## config.mk

```make
export PLATFORM = sky130hd
export DESIGN_NAME = key_set_intersection_engine_unit
export DESIGN_NICKNAME = d
export VERILOG_FILES = /design/src/hdl/kset_pkg.sv /design/src/hdl/kset_store.sv /design/src/hdl/key_set_intersection_engine_unit.sv
export SDC_FILE = /design/constraint.sdc
export NUM_CORES = 2
export LEC_CHECK = 0
export ABC_AREA = 1
export ABC_CLOCK_PERIOD_IN_PS = 9150
export BUFFER_PORTS_ARGS = -buffer_cell sky130_fd_sc_hd__clkbuf_2
export CAP_MARGIN = 20
export CORE_UTILIZATION = 50
export DETAILED_ROUTE_END_ITERATION = 8
export PLACE_DENSITY = 0.73
export SYNTH_ARGS = -nofsm -noshare
export SYNTH_HDL_FRONTEND = slang
export SYNTH_HIERARCHICAL = 1
export SYNTH_SLANG_ARGS = --single-unit
```

## constraint.sdc

```tcl
create_clock -name clk -period 9.15 [get_ports clk]
set_input_delay 1.83 -clock clk [delete_from_list [all_inputs] [get_ports clk]]
set_output_delay 1.83 -clock clk [all_outputs]
set_load 0.05 [all_outputs]
```

## src/hdl/kset_pkg.sv

```systemverilog
`default_nettype none

package kset_pkg;

  localparam int KEY_W         = 32;
  localparam int KIND_W        = 3;
  localparam int TALLY_W       = 5;
  localparam int BANK_W        = 2;
  localparam int MAX_RESULTS   = 32;
  localparam int RES_W         = $clog2(MAX_RESULTS + 1);
  localparam int DEF_SET_DEPTH = 16;

  localparam logic [TALLY_W-1:0] TALLY_MAX = 5'd31;

  // Item kinds.
  localparam logic [KIND_W-1:0] KIND_ADD_A     = 3'd0;
  localparam logic [KIND_W-1:0] KIND_ADD_B     = 3'd1;
  localparam logic [KIND_W-1:0] KIND_ADD_U     = 3'd2;
  localparam logic [KIND_W-1:0] KIND_INTERSECT = 3'd3;
  localparam logic [KIND_W-1:0] KIND_SYMDIFF   = 3'd4;
  localparam logic [KIND_W-1:0] KIND_COUNT     = 3'd5;

  // Banks of the shared key memory.
  localparam logic [BANK_W-1:0] BANK_A = 2'd0;
  localparam logic [BANK_W-1:0] BANK_B = 2'd1;
  localparam logic [BANK_W-1:0] BANK_U = 2'd2;

endpackage

`default_nettype wire

```

## src/hdl/kset_store.sv

```systemverilog
`default_nettype none

module kset_store #(
  parameter  int SET_DEPTH = kset_pkg::DEF_SET_DEPTH,
  localparam int IW        = (SET_DEPTH > 1) ? $clog2(SET_DEPTH) : 1
) (
  input  wire logic                                   clk,
  input  wire logic                                   we,
  input  wire logic [kset_pkg::BANK_W+IW-1:0]         waddr,
  input  wire logic [kset_pkg::KEY_W-1:0]             wdata,
  input  wire logic                                   re,
  input  wire logic [kset_pkg::BANK_W+IW-1:0]         raddr,
  output logic      [kset_pkg::KEY_W-1:0]             rdata
);

  localparam int MEM_DEPTH = 3 * (2 ** IW);

  // Three banks of 2**IW entries each, addressed as {bank, index}.
  logic [kset_pkg::KEY_W-1:0] mem [0:MEM_DEPTH-1];

  always_ff @(posedge clk) begin
    if (we) begin
      mem[waddr] <= wdata;
    end
  end

  always_ff @(posedge clk) begin
    if (re) begin
      rdata <= mem[raddr];
    end
  end

endmodule

`default_nettype wire

```

## src/hdl/key_set_intersection_engine_unit.sv

```systemverilog
// Key set intersection engine.
// The input channel (in_valid, in_stall, in_kind, in_key) takes one item at a
// time: an insert into set A, set B or the universe set, or a query. Every
// item except the unused kinds six and seven gives results on the output
// channel (out_valid, out_stall, out_*), the last of them with out_is_last.
// An insert writes the key at acceptance and then, in S_INS, presents its
// status item on the output once the output register is free. Queries stream
// members from one key memory with one read port: each source entry is read
// (S_SRC, S_SRCD) and then compared with the entries of the other store in
// turn (S_OTH, S_OTHD), ahead of a decision in S_DEC. A compare stops at the
// first hit. Reset empties all three stores by clearing their fill
// counts; the key memory itself is not cleared. While the receiver stalls,
// one result waits in the output register and the query pauses once it has
// a further result to hand over; in_stall is high whenever an item is in
// progress, so the next item enters once the previous one has handed its
// last result to the output register.
`default_nettype none

module key_set_intersection_engine_unit #(
  parameter int SET_DEPTH = kset_pkg::DEF_SET_DEPTH
) (
  input  wire logic                               clk,
  input  wire logic                               rst_n,
  input  wire logic                               in_valid,
  output logic                                    in_stall,
  input  wire logic        [kset_pkg::KIND_W-1:0] in_kind,
  input  wire logic signed [kset_pkg::KEY_W-1:0]  in_key,
  output logic                                    out_valid,
  input  wire logic                               out_stall,
  output logic signed      [kset_pkg::KEY_W-1:0]  out_member,
  output logic             [kset_pkg::TALLY_W-1:0] out_tally,
  output logic                                    out_empty_answer,
  output logic                                    out_status,
  output logic                                    out_is_last
);

  localparam int IW = (SET_DEPTH > 1) ? $clog2(SET_DEPTH) : 1;
  localparam int FW = $clog2(SET_DEPTH + 1);
  localparam int AW = kset_pkg::BANK_W + IW;
  localparam logic [FW-1:0] FULL = FW'(SET_DEPTH);
  localparam logic [kset_pkg::RES_W-1:0] RES_MAX = kset_pkg::RES_W'(kset_pkg::MAX_RESULTS);

  typedef enum logic [2:0] {
    S_IDLE, S_INS, S_SRC, S_SRCD, S_OTH, S_OTHD, S_DEC, S_FIN
  } state_t;

  state_t                          state_r;
  logic [kset_pkg::KIND_W-1:0]     kind_r;
  logic [FW-1:0]                   fill_a_r, fill_b_r, fill_u_r;
  logic [FW-1:0]                   src_idx_r, oth_idx_r;
  logic                            phase_r, sec_r, found_r;
  logic [kset_pkg::KEY_W-1:0]      cur_key_r, pend_key_r;
  logic                            pend_v_r;
  logic [kset_pkg::RES_W-1:0]      n_r;
  logic [kset_pkg::TALLY_W-1:0]    tally_r;
  logic                            status_r;
  logic                            out_valid_r;
  logic [kset_pkg::KEY_W-1:0]      out_member_r;
  logic [kset_pkg::TALLY_W-1:0]    out_tally_r;
  logic                            out_empty_r, out_status_r, out_last_r;

  logic                            mem_we, mem_re;
  logic [AW-1:0]                   mem_waddr, mem_raddr;
  logic [kset_pkg::KEY_W-1:0]      mem_rdata;

  logic [kset_pkg::BANK_W-1:0]     src_bank, oth_bank, ins_bank;
  logic [FW-1:0]                   src_fill, oth_fill, ins_fill;
  logic                            ins_kind, want_in, out_free, out_load;

  assign out_free = !out_valid_r || !out_stall;
  assign want_in  = (kind_r == kset_pkg::KIND_INTERSECT);

  // A result item enters the output register in this cycle.
  assign out_load = out_free &&
                    ((state_r == S_INS) || (state_r == S_FIN) ||
                     (state_r == S_DEC && kind_r != kset_pkg::KIND_COUNT &&
                      found_r == want_in && pend_v_r));

  // Source and compared store for the current pass of a query.
  always_comb begin
    src_bank = kset_pkg::BANK_A;
    oth_bank = kset_pkg::BANK_B;
    src_fill = fill_a_r;
    oth_fill = fill_b_r;
    if (kind_r == kset_pkg::KIND_SYMDIFF && !phase_r) begin
      src_bank = kset_pkg::BANK_B;
      oth_bank = kset_pkg::BANK_A;
      src_fill = fill_b_r;
      oth_fill = fill_a_r;
    end else if (kind_r == kset_pkg::KIND_COUNT) begin
      src_bank = kset_pkg::BANK_U;
      src_fill = fill_u_r;
      oth_bank = sec_r ? kset_pkg::BANK_B : kset_pkg::BANK_A;
      oth_fill = sec_r ? fill_b_r : fill_a_r;
    end
  end

  always_comb begin
    ins_kind = 1'b1;
    ins_bank = kset_pkg::BANK_A;
    ins_fill = fill_a_r;
    case (in_kind)
      kset_pkg::KIND_ADD_A: begin
        ins_bank = kset_pkg::BANK_A;
        ins_fill = fill_a_r;
      end
      kset_pkg::KIND_ADD_B: begin
        ins_bank = kset_pkg::BANK_B;
        ins_fill = fill_b_r;
      end
      kset_pkg::KIND_ADD_U: begin
        ins_bank = kset_pkg::BANK_U;
        ins_fill = fill_u_r;
      end
      default: ins_kind = 1'b0;
    endcase
  end

  always_comb begin
    mem_we    = (state_r == S_IDLE) && in_valid && ins_kind && (ins_fill < FULL);
    mem_waddr = {ins_bank, ins_fill[IW-1:0]};
    mem_re    = 1'b0;
    mem_raddr = {src_bank, src_idx_r[IW-1:0]};
    case (state_r)
      S_SRC: begin
        mem_re    = 1'b1;
        mem_raddr = {src_bank, src_idx_r[IW-1:0]};
      end
      S_OTH: begin
        mem_re    = 1'b1;
        mem_raddr = {oth_bank, oth_idx_r[IW-1:0]};
      end
      default: mem_re = 1'b0;
    endcase
  end

  kset_store #(
    .SET_DEPTH (SET_DEPTH)
  ) u_store (
    .clk   (clk),
    .we    (mem_we),
    .waddr (mem_waddr),
    .wdata (in_key),
    .re    (mem_re),
    .raddr (mem_raddr),
    .rdata (mem_rdata)
  );

  always_ff @(posedge clk) begin
    if (!rst_n) begin
      state_r     <= S_IDLE;
      out_valid_r <= 1'b0;
      fill_a_r    <= '0;
      fill_b_r    <= '0;
      fill_u_r    <= '0;
    end else begin
      out_valid_r <= out_load || (out_valid_r && out_stall);
      case (state_r)
        S_IDLE: begin
          if (in_valid) begin
            kind_r    <= in_kind;
            src_idx_r <= '0;
            phase_r   <= 1'b0;
            sec_r     <= 1'b0;
            pend_v_r  <= 1'b0;
            n_r       <= '0;
            tally_r   <= '0;
            if (ins_kind) begin
              status_r <= (ins_fill >= FULL);
              if (ins_fill < FULL) begin
                case (in_kind)
                  kset_pkg::KIND_ADD_A: fill_a_r <= fill_a_r + 1'b1;
                  kset_pkg::KIND_ADD_B: fill_b_r <= fill_b_r + 1'b1;
                  default:              fill_u_r <= fill_u_r + 1'b1;
                endcase
              end
              state_r <= S_INS;
            end else if (in_kind == kset_pkg::KIND_INTERSECT ||
                         in_kind == kset_pkg::KIND_SYMDIFF ||
                         in_kind == kset_pkg::KIND_COUNT) begin
              state_r <= S_SRC;
            end
          end
        end
        S_INS: begin
          if (out_free) begin
            out_member_r <= '0;
            out_tally_r  <= '0;
            out_empty_r  <= 1'b0;
            out_status_r <= status_r;
            out_last_r   <= 1'b1;
            state_r      <= S_IDLE;
          end
        end
        S_SRC: begin
          if (src_idx_r >= src_fill || n_r == RES_MAX) begin
            // The symmetric difference runs a second pass with the sets swapped.
            if (kind_r == kset_pkg::KIND_SYMDIFF && !phase_r) begin
              phase_r   <= 1'b1;
              src_idx_r <= '0;
            end else begin
              state_r <= S_FIN;
            end
          end else begin
            state_r <= S_SRCD;
          end
        end
        S_SRCD: begin
          cur_key_r <= mem_rdata;
          oth_idx_r <= '0;
          found_r   <= 1'b0;
          sec_r     <= 1'b0;
          state_r   <= S_OTH;
        end
        S_OTH: begin
          if (oth_idx_r >= oth_fill) begin
            // A count checks set A first and then set B.
            if (kind_r == kset_pkg::KIND_COUNT && !sec_r) begin
              sec_r     <= 1'b1;
              oth_idx_r <= '0;
            end else begin
              state_r <= S_DEC;
            end
          end else begin
            state_r <= S_OTHD;
          end
        end
        S_OTHD: begin
          if (mem_rdata == cur_key_r) begin
            found_r <= 1'b1;
            state_r <= S_DEC;
          end else begin
            oth_idx_r <= oth_idx_r + 1'b1;
            state_r   <= S_OTH;
          end
        end
        S_DEC: begin
          if (kind_r == kset_pkg::KIND_COUNT) begin
            if (!found_r && tally_r != kset_pkg::TALLY_MAX) begin
              tally_r <= tally_r + 1'b1;
            end
            src_idx_r <= src_idx_r + 1'b1;
            state_r   <= S_SRC;
          end else if (found_r == want_in) begin
            // The newest hit is held back until we know whether it is the last.
            if (!pend_v_r) begin
              pend_v_r   <= 1'b1;
              pend_key_r <= cur_key_r;
              n_r        <= n_r + 1'b1;
              src_idx_r  <= src_idx_r + 1'b1;
              state_r    <= S_SRC;
            end else if (out_free) begin
              out_member_r <= pend_key_r;
              out_tally_r  <= '0;
              out_empty_r  <= 1'b0;
              out_status_r <= 1'b0;
              out_last_r   <= 1'b0;
              pend_key_r   <= cur_key_r;
              n_r          <= n_r + 1'b1;
              src_idx_r    <= src_idx_r + 1'b1;
              state_r      <= S_SRC;
            end
          end else begin
            src_idx_r <= src_idx_r + 1'b1;
            state_r   <= S_SRC;
          end
        end
        S_FIN: begin
          if (out_free) begin
            out_member_r <= (kind_r != kset_pkg::KIND_COUNT && pend_v_r) ? pend_key_r : '0;
            out_tally_r  <= (kind_r == kset_pkg::KIND_COUNT) ? tally_r : '0;
            out_empty_r  <= (kind_r != kset_pkg::KIND_COUNT) && !pend_v_r;
            out_status_r <= 1'b0;
            out_last_r   <= 1'b1;
            state_r      <= S_IDLE;
          end
        end
        default: state_r <= S_IDLE;
      endcase
    end
  end

  assign in_stall         = (state_r != S_IDLE);
  assign out_valid        = out_valid_r;
  assign out_member       = out_member_r;
  assign out_tally        = out_tally_r;
  assign out_empty_answer = out_empty_r;
  assign out_status       = out_status_r;
  assign out_is_last      = out_last_r;

endmodule

`default_nettype wire
```

==> summary.txt <==
Worst setup path
  – Max incr delay on CP: 0.81 ns
  – Crit path max-delay cell type: nor2_1
  – Critical path class: flip-flop to flip-flop
  – Most used cell, CP: nand2_1
  – Crit path max-delay family: simple AND/OR/NAND/NOR gates
  – WP buf/inv: 2
  – Required time of the worst setup path: 9.70 ns
  – CP arrival: 5.89 ns
  – Crit-path cells: nand2_1, nor2_1, nand2_1, nand2_4, buf_4, buf_4, nand3_1, nand3_1, nand2_1, nand2_1, nand3_1, nand3_1, nand2_1
  – CP Launch Type: flip-flop
  – Worst Setup End Kind: flip-flop
  – Worst-path fanout max: 70

Final layout
  – Post-Layout Cell Count: 7706
  – Filler cells: 10800
  – # nets final: 5838
  – Final Util: 56.0%
  – Cell area after layout: 77200 um^2
  – Synth-to-layout area growth: 10.9%
  – Layout cells sized above 1: 8.14%

Clock tree
  – CTS root buf: clkbuf_16
  – Longest Clk Path Bufs: 3
  – Post_cts resized: 0
  – Post-CTS Setup Bufs: 0
  – Reg clk slew, reported paths: 0.06 ns
  – Htree depth: 4
  – Clk sinks: 1720
  – Clock Latency Late Sink: 0.81 ns
  – CTS tree: yes
  – Hold-fix buffers, CTS: 0
  – Number of CTS-inserted buffers: 169

Floorplan
  – Starting density of the core: 50.5%
  – Chip Height: 375 um
  – DIE WIDTH: 375 um
  – Standard-cell rows: 136
  – Io pins: 81
  – Die area: 141000 um^2
  – Core area: 138000 um^2

STA
  – Worst slew pin tran: 1.13 ns
  – Final Skew: 0.0365 ns
  – RSZ-0062 raised after global routing: no
  – Worst hold margin: 0.463 ns
  – Achievable Freq: 187 MHz
  – Final Setup Violations: 0
  – Pins Over Slew Limit: 0
  – Worst setup margin: 3.81 ns
  – Setup total negative slack: 0 ns
  – Final min period: 5.34 ns
  – Final hold vios: 0
  – Max-Slew Margin vs Limit: 24.2%
  – Part of the cycle the worst path needs: 58.4%

Synthesis
  – EDFF count, synth: 1701
  – Async S/R FF share, synth: 0%
  – Post-synthesis sequential area ratio: 73.9%
  – Synth Flop Type: edfxtp_1
  – Flops & latches, synth: 1720
  – Avg Cell Area, Syn: 12.0 um^2
  – Synthesized area: 69600 um^2
  – Warning count from the yosys run: 6
  – Post-synth cell types: 43
  – Post-Syn Instances: 5788
  – Syn_nets: 5846

Global route
  – First-pass GRT wire length: 269000 um
  – Largest net degree at the start of global routing: 209
  – Total gr overflow: 0
  – Vias in the first global route: 42500
  – Initial antenna violation count: 3
  – Total GRT Usage: 25.8%

Routing
  – Total wire length: 183000 um
  – Avg WL per Cell: 23.8 um
  – Via density: 5.91
  – # DRC: 0
  – Drt pass-1 iters: 6
  – Via count: 45500
  – Antenna-violating nets left: 0
  – Starting DRT DRC Count: 6486

Outcome
  – Outcome: finished, final reports clean

Placement
  – IO Port Bufs: 80
  – Placed insts: 7393
  – Placer congestion estimate: 0.886
  – Place WS: 3.26 ns
  – Post-DP HPWL: 102000 um
  – DP Area: 71900 um^2

Pwr
  – PD cells: 317 nW/um^2
  – Sw frac: 39.4%
  – Clk network pwr share: 26.8%
  – Int Power: 14.8 mW
  – Sw Pwr: 9.65 mW
  – Worst vdd ir: 265 uV
  – Gate power share: 35.4%
  – Leakage: 27.0 nW
  – Sequential share of power: 37.7%
  – Power Total: 24.5 mW

Run
  – Max-cap violations: 0

Hold path
  – Hold Path Class: flip-flop to flip-flop
[power by group through the flow]
stage               registers (mW)  logic [mW]  clock network (mW)
CTS                           9.24        8.48                6.63
global placement              9.39        8.26                   0
floorplan                     9.35        5.46                   0
finish                        9.24        8.66                6.57
global route                  9.24        9.31                6.92
detailed placement            9.40        8.43                   0
[sequential cells by signal, summed over array words and instances (netlist names), 6 cells and up]
signal	flops
u_store/mem	1536
n_r	6
pend_key_r	32
out_member	32
cur_key_r	32
u_store/rdata	32
[cell usage in the layout (no fill, tap or decap), types with 30 or more instances in the layout]
| cell type | Yosys | layout |
|---|---|---|
| edfxtp_1 | 1701 | 1701 |
| inv_1 | 141 | 139 |
| clkinv_1 | 1 | 30 |
| clkbuf_16 | 0 | 172 |
| buf_4 | 10 | 70 |
| nand3_1 | 961 | 961 |
| nor2_4 | 5 | 46 |
| o211ai_1 | 130 | 130 |
| o21ai_0 | 260 | 257 |
| nor2_1 | 529 | 486 |
| clkbuf_1 | 153 | 49 |
| nand2_1 | 1518 | 1516 |
| clkbuf_2 | 0 | 82 |
[synth_stat cells (all sizes together) (8+ instances only)]
library cell | instances | area (um^2)
a21oi | 27 | 146
buf | 194 | 987
clkbuf | 153 | 574
dfxtp | 19 | 380
edfxtp | 1701 | 51100
ha | 19 | 238
inv | 151 | 567
nand2 | 1524 | 5740
nand3 | 964 | 4840
nand4 | 11 | 68.8
nor2 | 537 | 2060
nor3 | 15 | 80.1
nor4 | 9 | 56.3
o211ai | 130 | 976
o21ai | 288 | 1450
xnor2 | 14 | 123
xor2 | 8 | 70.1
[worst paths after layout]
path                            slack, ns     startpoint                 to  cells after the start
worst min register to register       0.46  cur_key_r[10]     pend_key_r[10]                      0
worst min-delay path                 0.46  cur_key_r[10]     pend_key_r[10]                      0
worst max-delay path                 3.81     state_r[2]  u_store/rdata[21]                     13
worst max register to register       3.81     state_r[2]  u_store/rdata[21]                     13
[routing by layer]
layer  global-route usage, %  wire length, um
met4                    12.3             8730
met3                    4.79            20500
met5                       0                0
met2                    39.8            84400
met1                    35.4            69600
[cells by family (layout without fill, tap and decap cells)]
family	Yosys count	in the layout	synth area share, %
adder cells (fa/ha/maj)	19	19	0.341
AO/OA/AOI/OAI	462	462	3.90
flip-flops	1720	1720	73.9
AND/OR/NAND/NOR	3066	3066	18.5
other	0	3	0
buffers and inverters	499	620	3.06
XOR/XNOR	22	22	0.277
[layout make-up]
| cell class | instances | area (um^2) | share of cell area [%] |
|---|---|---|---|
| Inverter | 152 | 596 | 0.771 |
| Multi-Input combinational cell | 3569 | 16500 | 21.3 |
| Tap cell | 1794 | 2240 | 2.91 |
| Antenna cell | 3 | 7.51 | 0.00972 |
| Clock inverter | 79 | 684 | 0.886 |
| Sequential cell | 1720 | 51500 | 66.6 |
| Timing Repair Buffer | 168 | 1290 | 1.67 |
| Clock buffer | 221 | 4490 | 5.81 |
Power figures use the tool's default switching activity.
